$ cat src/mrul_pkg.sv
// Shared types and constants for the move-to-front MRU list.
// Used by mrul_match, mrul_list and mru_list_move_to_front_unit; no dependencies.
`timescale 1ns / 1ps

package mrul_pkg;

  // List geometry
  localparam int DEPTH = 16;
  localparam int ID_W  = 32;
  localparam int IDX_W = $clog2(DEPTH);
  localparam int CNT_W = $clog2(DEPTH + 1);

  typedef logic [ID_W-1:0]  ident_t;
  typedef logic [IDX_W-1:0] idx_t;
  typedef logic [CNT_W-1:0] cnt_t;

  // Item kinds
  typedef enum logic {
    KIND_TOUCH = 1'b0,
    KIND_READ  = 1'b1
  } kind_t;

  // Position code for a new or ignored identifier
  localparam cnt_t POS_NONE = cnt_t'(DEPTH);

  // One input item
  typedef struct packed {
    kind_t  kind;
    ident_t ident;
    idx_t   index;
  } cmd_t;

  // One result item
  typedef struct packed {
    ident_t entry_ident;
    logic   entry_valid;
    cnt_t   list_count;
    cnt_t   prior_position;
  } result_t;

  // Outcome of the associative search
  typedef struct packed {
    logic hit;
    idx_t pos;
  } match_t;

endpackage

$ cat src/mrul_match.sv
// Associative search of the MRU list: one comparator per slot and a priority encoder.
// Depends on mrul_pkg.
`timescale 1ns / 1ps

module mrul_match
  import mrul_pkg::*;
(
  input  ident_t entries [DEPTH],
  input  cnt_t   count,
  input  ident_t ident,
  output match_t match
);

  logic [DEPTH-1:0] eq;

  // Compare every occupied slot against the identifier
  always_comb begin
    for (int i = 0; i < DEPTH; i++) begin
      eq[i] = (cnt_t'(i) < count) && (entries[i] == ident);
    end
  end

  // Pick the lowest matching position
  always_comb begin
    match.hit = |eq;
    match.pos = '0;
    for (int i = DEPTH - 1; i >= 0; i--) begin
      if (eq[i]) begin
        match.pos = idx_t'(i);
      end
    end
  end

endmodule

$ cat src/mrul_list.sv
// MRU list storage, count register and the single-pass touch/read update.
// Depends on mrul_pkg and mrul_match.
`timescale 1ns / 1ps

module mrul_list
  import mrul_pkg::*;
(
  input  logic    clk,
  input  logic    rst_n,
  input  logic    en,
  input  cmd_t    cmd,
  output result_t res
);

  ident_t entries_r   [DEPTH];
  ident_t entries_nxt [DEPTH];
  cnt_t   count_r;
  cnt_t   count_nxt;
  match_t match;
  idx_t   shift_lim;
  logic   do_touch;

  mrul_match u_match (
    .entries (entries_r),
    .count   (count_r),
    .ident   (cmd.ident),
    .match   (match)
  );

  assign do_touch = (cmd.kind == KIND_TOUCH) && (cmd.ident != '0);

  // A hit shifts only the slots ahead of it; a miss shifts the whole list
  assign shift_lim = match.hit ? match.pos : idx_t'(DEPTH - 1);

  // Build the next list contents and count
  always_comb begin
    count_nxt = count_r;
    for (int i = 0; i < DEPTH; i++) begin
      entries_nxt[i] = entries_r[i];
    end
    if (do_touch) begin
      entries_nxt[0] = cmd.ident;
      for (int i = 1; i < DEPTH; i++) begin
        if (idx_t'(i) <= shift_lim) begin
          entries_nxt[i] = entries_r[i-1];
        end
      end
      if (!match.hit && (count_r < cnt_t'(DEPTH))) begin
        count_nxt = count_r + cnt_t'(1);
      end
    end
  end

  // Form the result item
  always_comb begin
    res.entry_ident    = '0;
    res.entry_valid    = 1'b0;
    res.list_count     = count_nxt;
    res.prior_position = POS_NONE;
    if (cmd.kind == KIND_READ) begin
      if (cnt_t'(cmd.index) < count_r) begin
        res.entry_ident = entries_r[cmd.index];
        res.entry_valid = 1'b1;
      end
    end else if (do_touch && match.hit) begin
      res.prior_position = cnt_t'(match.pos);
    end
  end

  // Hold the count
  always_ff @(posedge clk) begin
    if (!rst_n) begin
      count_r <= '0;
    end else if (en) begin
      count_r <= count_nxt;
    end
  end

  // Hold the entries; slots past the count are never read
  always_ff @(posedge clk) begin
    if (en) begin
      for (int i = 0; i < DEPTH; i++) begin
        entries_r[i] <= entries_nxt[i];
      end
    end
  end

endmodule

$ cat src/mru_list_move_to_front_unit.sv
// Top level of the move-to-front MRU list: input register, list update, result register.
// Depends on mrul_pkg and mrul_list.
//
//   channel | ports                                                  | direction
//   --------+--------------------------------------------------------+----------
//   input   | in_valid, in_stall, in_kind, in_ident, in_index        | in
//   result  | out_valid, out_stall, out_entry_ident, out_entry_valid,| out
//           | out_list_count, out_prior_position                     |
//
// One item per clock sustained while the result side does not stall; each item is held
// in the input register, where the comparators, priority encoder and shift mux update
// the list, then sits in the result register. out_valid rises at the edge on which the
// item moves from the input register into the result register.
// Synchronous active-low reset clears the count and both valid flags.
// A stall on the result side holds the result register and then the input register.
`timescale 1ns / 1ps

module mru_list_move_to_front_unit
  import mrul_pkg::*;
(
  input  logic   clk,
  input  logic   rst_n,
  input  logic   in_valid,
  output logic   in_stall,
  input  logic   in_kind,
  input  ident_t in_ident,
  input  idx_t   in_index,
  output logic   out_valid,
  input  logic   out_stall,
  output ident_t out_entry_ident,
  output logic   out_entry_valid,
  output cnt_t   out_list_count,
  output cnt_t   out_prior_position
);

  logic    s1_valid_r;
  cmd_t    s1_cmd_r;
  logic    out_valid_r;
  result_t out_res_r;
  result_t res;
  logic    adv;
  logic    in_accept;

  // Move the held item on when the result register is free or being emptied
  assign adv       = s1_valid_r && (!out_valid_r || !out_stall);
  assign in_stall  = s1_valid_r && !adv;
  assign in_accept = in_valid && !in_stall;

  mrul_list u_list (
    .clk   (clk),
    .rst_n (rst_n),
    .en    (adv),
    .cmd   (s1_cmd_r),
    .res   (res)
  );

  // Input register valid
  always_ff @(posedge clk) begin
    if (!rst_n) begin
      s1_valid_r <= 1'b0;
    end else if (in_accept) begin
      s1_valid_r <= 1'b1;
    end else if (adv) begin
      s1_valid_r <= 1'b0;
    end
  end

  // Input register payload
  always_ff @(posedge clk) begin
    if (in_accept) begin
      s1_cmd_r.kind  <= kind_t'(in_kind);
      s1_cmd_r.ident <= in_ident;
      s1_cmd_r.index <= in_index;
    end
  end

  // Result register valid
  always_ff @(posedge clk) begin
    if (!rst_n) begin
      out_valid_r <= 1'b0;
    end else if (adv) begin
      out_valid_r <= 1'b1;
    end else if (!out_stall) begin
      out_valid_r <= 1'b0;
    end
  end

  // Result register payload
  always_ff @(posedge clk) begin
    if (adv) begin
      out_res_r <= res;
    end
  end

  assign out_valid          = out_valid_r;
  assign out_entry_ident    = out_res_r.entry_ident;
  assign out_entry_valid    = out_res_r.entry_valid;
  assign out_list_count     = out_res_r.list_count;
  assign out_prior_position = out_res_r.prior_position;

endmodule
$ cat config.mk
export PLATFORM = sky130hd
export DESIGN_NAME = mru_list_move_to_front_unit
export DESIGN_NICKNAME = d
export VERILOG_FILES = /design/src/mrul_pkg.sv /design/src/mrul_match.sv /design/src/mrul_list.sv /design/src/mru_list_move_to_front_unit.sv
export SDC_FILE = /design/constraint.sdc
export NUM_CORES = 1
export LEC_CHECK = 0
export ABC_AREA = 1
export ABC_CLOCK_PERIOD_IN_PS = 11400
export CAP_MARGIN = 20
export CORE_UTILIZATION = 45
export CTS_BUF_LIST = sky130_fd_sc_hd__clkbuf_16
export CTS_CLUSTER_DIAMETER = 120
export DETAILED_ROUTE_END_ITERATION = 8
export DONT_BUFFER_PORTS = 1
export SYNTH_ARGS = -nofsm -noshare
export SYNTH_HDL_FRONTEND = slang
export SYNTH_SLANG_ARGS = --single-unit
$ cat constraint.sdc
create_clock -name clk -period 11.4 [get_ports clk]
set_input_delay 0.57 -clock clk [delete_from_list [all_inputs] [get_ports clk]]
set_output_delay 0.57 -clock clk [all_outputs]
set_load 0.01 [all_outputs]
==> After elaboration in Yosys (flattened, before gate mapping) <==
Index checks and enable logic that the tools add are counted.
{ "totals": {"regBits": 599, "out_inout_bits": 45, "inputBits": 41} }
{ "classes": {"reduce_logical": 49, "n_addsub": 1, "n_eq_ne": 17, "n_mux": 28, "bitwise": 3, "order_cmp": 34} }
{ "op_table": {"columns": ["cell", "n"], "rows": [
  ["$eq A32 B32 Y1", 16],
  ["$bmux W32 S4", 1],
  ["$mux W4", 17],
  ["$mux W32", 2],
  ["$reduce_and A3 Y1", 15],
  ["$lt A4 B5 Y1 const A", 8],
  ["$le A4 B4 Y1 const A", 8],
  ["$reduce_bool A32 Y1", 1],
  ["$logic_and A1 B1 Y1", 22],
  ["$lt A3 B5 Y1 const A", 4],
  ["$le A3 B4 Y1 const A", 4],
  ["$reduce_or A16 Y1", 1],
  ["$mux W5", 3],
  ["$lt A1 B5 Y1 const A", 2],
  ["$lt A2 B5 Y1 const A", 2],
  ["$le A2 B4 Y1 const A", 2],
  ["$add A5 B1 Y5 const B", 1],
  ["$ge A5 B5 Y1 const B", 1],
  ["$logic_not A1 Y1", 5],
  ["$lt A4 B5 Y1", 1],
  ["$lt A5 B5 Y1 const B", 1],
  ["$mux W1", 5],
  ["$not A4 Y5", 1],
  ["$le A1 B4 Y1 const A", 1],
  ["other kinds (6)", 8]
]} }

==> Logic depth before layout (Yosys ltp) <==
{ "logic_depth": {"depth_word": 21, "depth_mapped": 28, "mapped_depth_nobuf": 26} }

==> Cells and area by module <==
Synthesis repeated with hierarchy kept, for this count alone.
{ "hier_totals": {"hier_cells": 3111, "hier_area_um2": 31041.0} }
{ "by_module_without_submodules": {"columns": ["mod", "cells_each", "area_each_um2", "n_inst"], "rows": [
  ["mrul_list", 1809, 21381.8, 1],
  ["mrul_match", 1209, 7161.9, 1],
  ["mru_list_move_to_front_unit", 93, 2497.4, 1]
]} }

==> Worst setup path before layout <==
OpenSTA, ideal clock, no wires.
{ "synth_path": {"kind": "in2reg", "from": "in out_stall", "to": "reg u_list.entries_r[192] in the netlist's numbering, enable pin", "path_buffers": 0, "setup_slack_ns": 2.405, "required_ns": 10.968, "arrival_time_ns": 8.563, "setup_time_ns": 0.432, "stages": 9, "cell_sequence": "nand2_1 inv_1 nor2_1 inv_1 nor2_1 inv_2 nor2_1 clkinv_1 a21oi_1"} }
{ "synth_between": {"elab_chain_len": 4} }
{ "synth_lines": {"columns": ["element", "line_no", "source"], "rows": [
  ["from (decl)", "mru_list_move_to_front_unit.sv:29", "input logic out_stall,"],
  ["$logic_not A1 Y1", null, null],
  ["$logic_or A1 B1 Y1", "mru_list_move_to_front_unit.sv:45", "assign adv = s1_valid_r && (!out_valid_r || !out_stall);"],
  ["$logic_and A1 B1 Y1", "mru_list_move_to_front_unit.sv:45", null],
  ["named net adv", "mru_list_move_to_front_unit.sv:41", "logic adv;"],
  ["$reduce_and A3 Y1 (no line)", null, null],
  ["to (signal, indexed assignment)", "mrul_list.sv:83", "entries_r[i] <= entries_nxt[i];"],
  ["to (decl)", "mrul_list.sv:15", "ident_t entries_r [DEPTH];"]
]} }
The timed path passes the listed nets, and every way through them passes these cells.
A chain may end at the register's enable or synchronous reset.

==> Worst setup path after layout <==
{ "layout_path": {"from": "reg, netlist name s1_cmd_r[29]", "to": "reg u_list.entries_r[142] in the netlist's numbering, enable pin"} }
{ "layout_between": {"elab_chain_len": 21, "elab_cells_between_ends": 54, "classes_between": "1 x order compare; 16 x eq/ne; 17 x mux; 20 x reduce/logical"} }
{ "layout_lines": {"columns": ["element", "line_no", "source"], "rows": [
  ["$eq A32 B32 Y1", "mrul_match.sv:19", "eq[i] = (cnt_t'(i) < count) && (entries[i] == ident);"],
  ["$logic_and A1 B1 Y1", "mrul_match.sv:19", null],
  ["$mux W4 (16 in a row)", "mrul_match.sv:28", "if (eq[i]) begin"],
  ["$mux W4", "mrul_list.sv:33", "assign shift_lim = match.hit ? match.pos : idx_t'(DEPTH - 1);"],
  ["$le A4 B4 Y1", "mrul_list.sv:44", "if (idx_t'(i) <= shift_lim) begin"],
  ["$reduce_and A3 Y1 (no line) (*)", null, null]
]} }
Mark *: on every way between the ends. The rest lies on a longest branch, timed or not.

==> run metrics <==
Cell Chain, Critical Path=inv_2, o22ai_1, nor3_1, nand2_1, a211oi_1, nand3_1, or2_2, nand2_1, nor2_2, nand2_1, nor2_4, clkinv_1, a21oi_4, buf_4; Final Hold Fails=0; FF-to-FF Start=s1_cmd_r[29]; mean number of vias per cell=6.67; sequential share of power=0.485; placed inst area=0.0311 mm^2; Worst Reg-to-Reg Cells=14; placed insts=3651; async set or reset register ratio after synthesis=0; Tcrit/Tclk final=0.500; family with the most delay on the worst path=simple AND/OR/NAND/NOR gates; reg2reg end=u_list.entries_r[142]; Max Cap Violations=0; global route overflow=0; slowest cell on the critical path=edfxtp_1; status=completed; CP endpoint=u_list.entries_r[142]; reg2reg setup slack=5.70 ns; DRT Wirelength=143000 um; clock buffer depth=3; Post-synth top flop=edfxtp_1; Highest Signal Layer=met5; CP max stage delay=1.16 ns; GPL Wtd Cong=1.08; Syn. warnings=0; DR pass1 iterations=6; M1 wire length=57100 um; Slew headroom=0.147; share of layout cells above drive strength 1=0.0838; Net count, final=2896; Critical Path End Type=flip-flop; critical path peak fanout=34; Post-Syn Instances=2890; first-pass GRT wire length=194000 um; Final min period=5.70 ns; Die ar.=0.0688 mm^2; Setup Skew=0.0264 ns; post-synth cell types=63; Mapped Area=0.0305 mm^2; area delta synth->final=9.04%; Fill cells=6096; Pwr per Cell Area=161 mW/mm^2; fin cells=3778; Seq/Total Area, Yosys=0.588; Peak VDD IR=0.0976 mV; Setup Crit Path Kind=reg2reg; WL/cell=37.9 um; setup repair after global routing missed its margin=no; Int Pwr=3.82 mW; largest family of logic cells by synthesized area=compound AO/OA/AOI/OAI gates; # IOs=86; post-CTS resize count=0; Req. time, crit path=11.69 ns; hpwl dp=103000 um; Critical Path AT=5.99 ns; xor and xnor area share after synthesis=0.0804; Root Driver=clkbuf_16; Crit path top cell by count=nand2_1; Worst-Margin Slew=1.27 ns; compound-gate portion of the synthesized area=0.136; CTS sink cnt=599; Post-synth EDFFs=592; Initial Utilization=0.454; met3 WL post-DR=22300 um; GRT Util Overall=0.411; PnR worst setup slack=5.70 ns; number of global-route vias before repair=22800; CTS buffer count=71; core area=0.0672 mm^2; setup violators final=0; sw frac=0.285; antenna-violating nets left=0; Fin Setup TNS=0 ns; Max Freq=175 MHz; drt initial violations=4777; largest net degree at the start of global routing=179; CTS H-tree lvls=3; fin. max-slew vios=0; Rows=95; mux cell area share after synthesis=0.00164; Comb pwr share=0.112; Mean Syn Cell Area=10.6 um^2; Clock Power Share=0.403; Post-Synth Simple-Gate Area=0.126; met2 wire length=56700 um; leak pwr=11.8 nW; initial antenna violation count=18; Levels on crit path=14; Die Width=262 um; CTS Hold Buffers Added=0; Switching Power=1.52 mW; DR vias=25200; Clk pin slew, worst setup/hold paths=0.06 ns; CTS tree=built; Design Area, Final=0.0333 mm^2; Min-Delay Path Class=in2reg; Seq cells post-synth=599; startpoint type of the worst setup path=flip-flop; Buf+Inv Stages, Crit Path=3; net count after synthesis=2935; input/output buffers=0; worst skew pair latency=0.64 ns; Synth Area in Adders=0.00164; Residual DRC=0; Worst setup startpoint=s1_cmd_r[29]; Die Ht=262 um; dpl ws=6.00 ns; Setup Buffers After CTS=0
## area by class of cell
class | instances | area [um^2] | share of cell area
antenna | 6 | 15.0 | 0.000452
clock buffer | 71 | 1780 | 0.0534
clock inverter | 50 | 332 | 0.00997
inverter | 248 | 941 | 0.0283
multi-input combinational | 1867 | 10700 | 0.321
sequential | 599 | 17900 | 0.539
tap | 873 | 1090 | 0.0329
timing repair buffer | 64 | 505 | 0.0152
## worst min path at each step
stage               cells after the start  slack (ns)                     to                  start
floorplan                               0        0.42  u_list.entries_r[481]            s1_cmd_r[5]
global placement                        0        0.43  u_list.entries_r[363]  u_list.entries_r[395]
detailed placement                      0        0.44  u_list.entries_r[363]  u_list.entries_r[395]
CTS                                     0       0.008           s1_cmd_r[32]           in_ident[28]
global route                            0       0.009           s1_cmd_r[24]           in_ident[20]
finish                                  0        0.02           s1_cmd_r[22]           in_ident[18]
## metal layers
| metal | GRT usage | up-vias |
|---|---|---|
| met1 | 0.593 | 12400 |
| met2 | 0.556 | 2240 |
| met5 | 0 | - |
| met3 | 0.145 | 337 |
| li1 | - | 10200 |
| met4 | 0.168 | 10 |
## through the flow
step	util	hold slack [ns]	total power [mW]
after floorplan	-	0.421	2.92
after CTS	0.495	0.00764	5.31
final	0.495	0.0190	5.35
after global routing	0.495	0.00928	5.44
after detailed placement	0.463	0.436	3.20
after global placement	0.463	0.428	3.20
## cell families after synthesis
kind of cell               Yosys count
and+or+nand+nor                    859
xor gates and xnor gates           279
muxes                                5
AOI/OAI and AO/OA                  720
DFF                                599
adders and majority gates            4
buffers and inverters              424
## power groups by stage
stage                     combinational [mW]  sequential (mW)  clock, mW
after floorplan                        0.338             2.58          0
final                                  0.599             2.59       2.16
after CTS                              0.573             2.58       2.15
after detailed placement               0.571             2.63          0
after global placement                 0.574             2.63          0
after global routing                   0.610             2.59       2.23
## cell usage after synthesis, drive strengths merged, types with 5 or more instances
| library cell | instances | area share |
|---|---|---|
| xnor2 | 123 | 0.036 |
| buf | 83 | 0.025 |
| o2111ai | 9 | 0.0026 |
| o211ai | 33 | 0.0081 |
| nand4 | 56 | 0.012 |
| o221ai | 29 | 0.0083 |
| clkbuf | 93 | 0.011 |
| or2 | 10 | 0.0021 |
| a21oi | 141 | 0.024 |
| nor3 | 22 | 0.0036 |
| mux2i | 5 | 0.0016 |
| and2 | 5 | 0.0010 |
| o21ai | 338 | 0.056 |
| nor2 | 282 | 0.036 |
| xor2 | 156 | 0.045 |
| nor4 | 58 | 0.013 |
| nand2 | 368 | 0.046 |
| nand3 | 47 | 0.0091 |
| a211oi | 41 | 0.010 |
| edfxtp | 592 | 0.58 |
| o22ai | 116 | 0.024 |
| inv | 246 | 0.031 |
| dfxtp | 7 | 0.0046 |
## cell usage in the layout, fill, tap and decap left out, types with 29 or more instances in the layout
master     instances
a211oi_1          40
xor2_1           156
inv_1            225
nand4_1           55
inv_2             38
edfxtp_1         592
o22ai_1          116
nor2_1           268
clkbuf_16         71
o211ai_1          33
o221ai_1          29
nand3_1           43
a21oi_1          134
xnor2_1          122
nor4_1            54
nand2_1          361
o21ai_0          317
buf_4             62
## worst register-to-register path, stage by stage (launching register included)
cell and delay (ns):
edfxtp_1 1.16, inv_2 0.45, o22ai_1 0.33, nor3_1 0.08, nand2_1 0.07, a211oi_1 0.04, nand3_1 0.11, or2_2 0.14
nand2_1 0.07, nor2_2 0.27, nand2_1 0.17, nor2_4 0.78, clkinv_1 0.61, a21oi_4 0.58, buf_4 0.47
## flip-flops by register name (all words and copies together) (netlist names)
register            cells
out_entry_ident        32
out_entry_valid         1
out_list_count          5
out_prior_position      5
out_valid               1
s1_cmd_r               37
s1_valid_r              1
u_list.count_r          5
u_list.entries_r      512
Note: power is estimated with default switching activity, not from simulation.
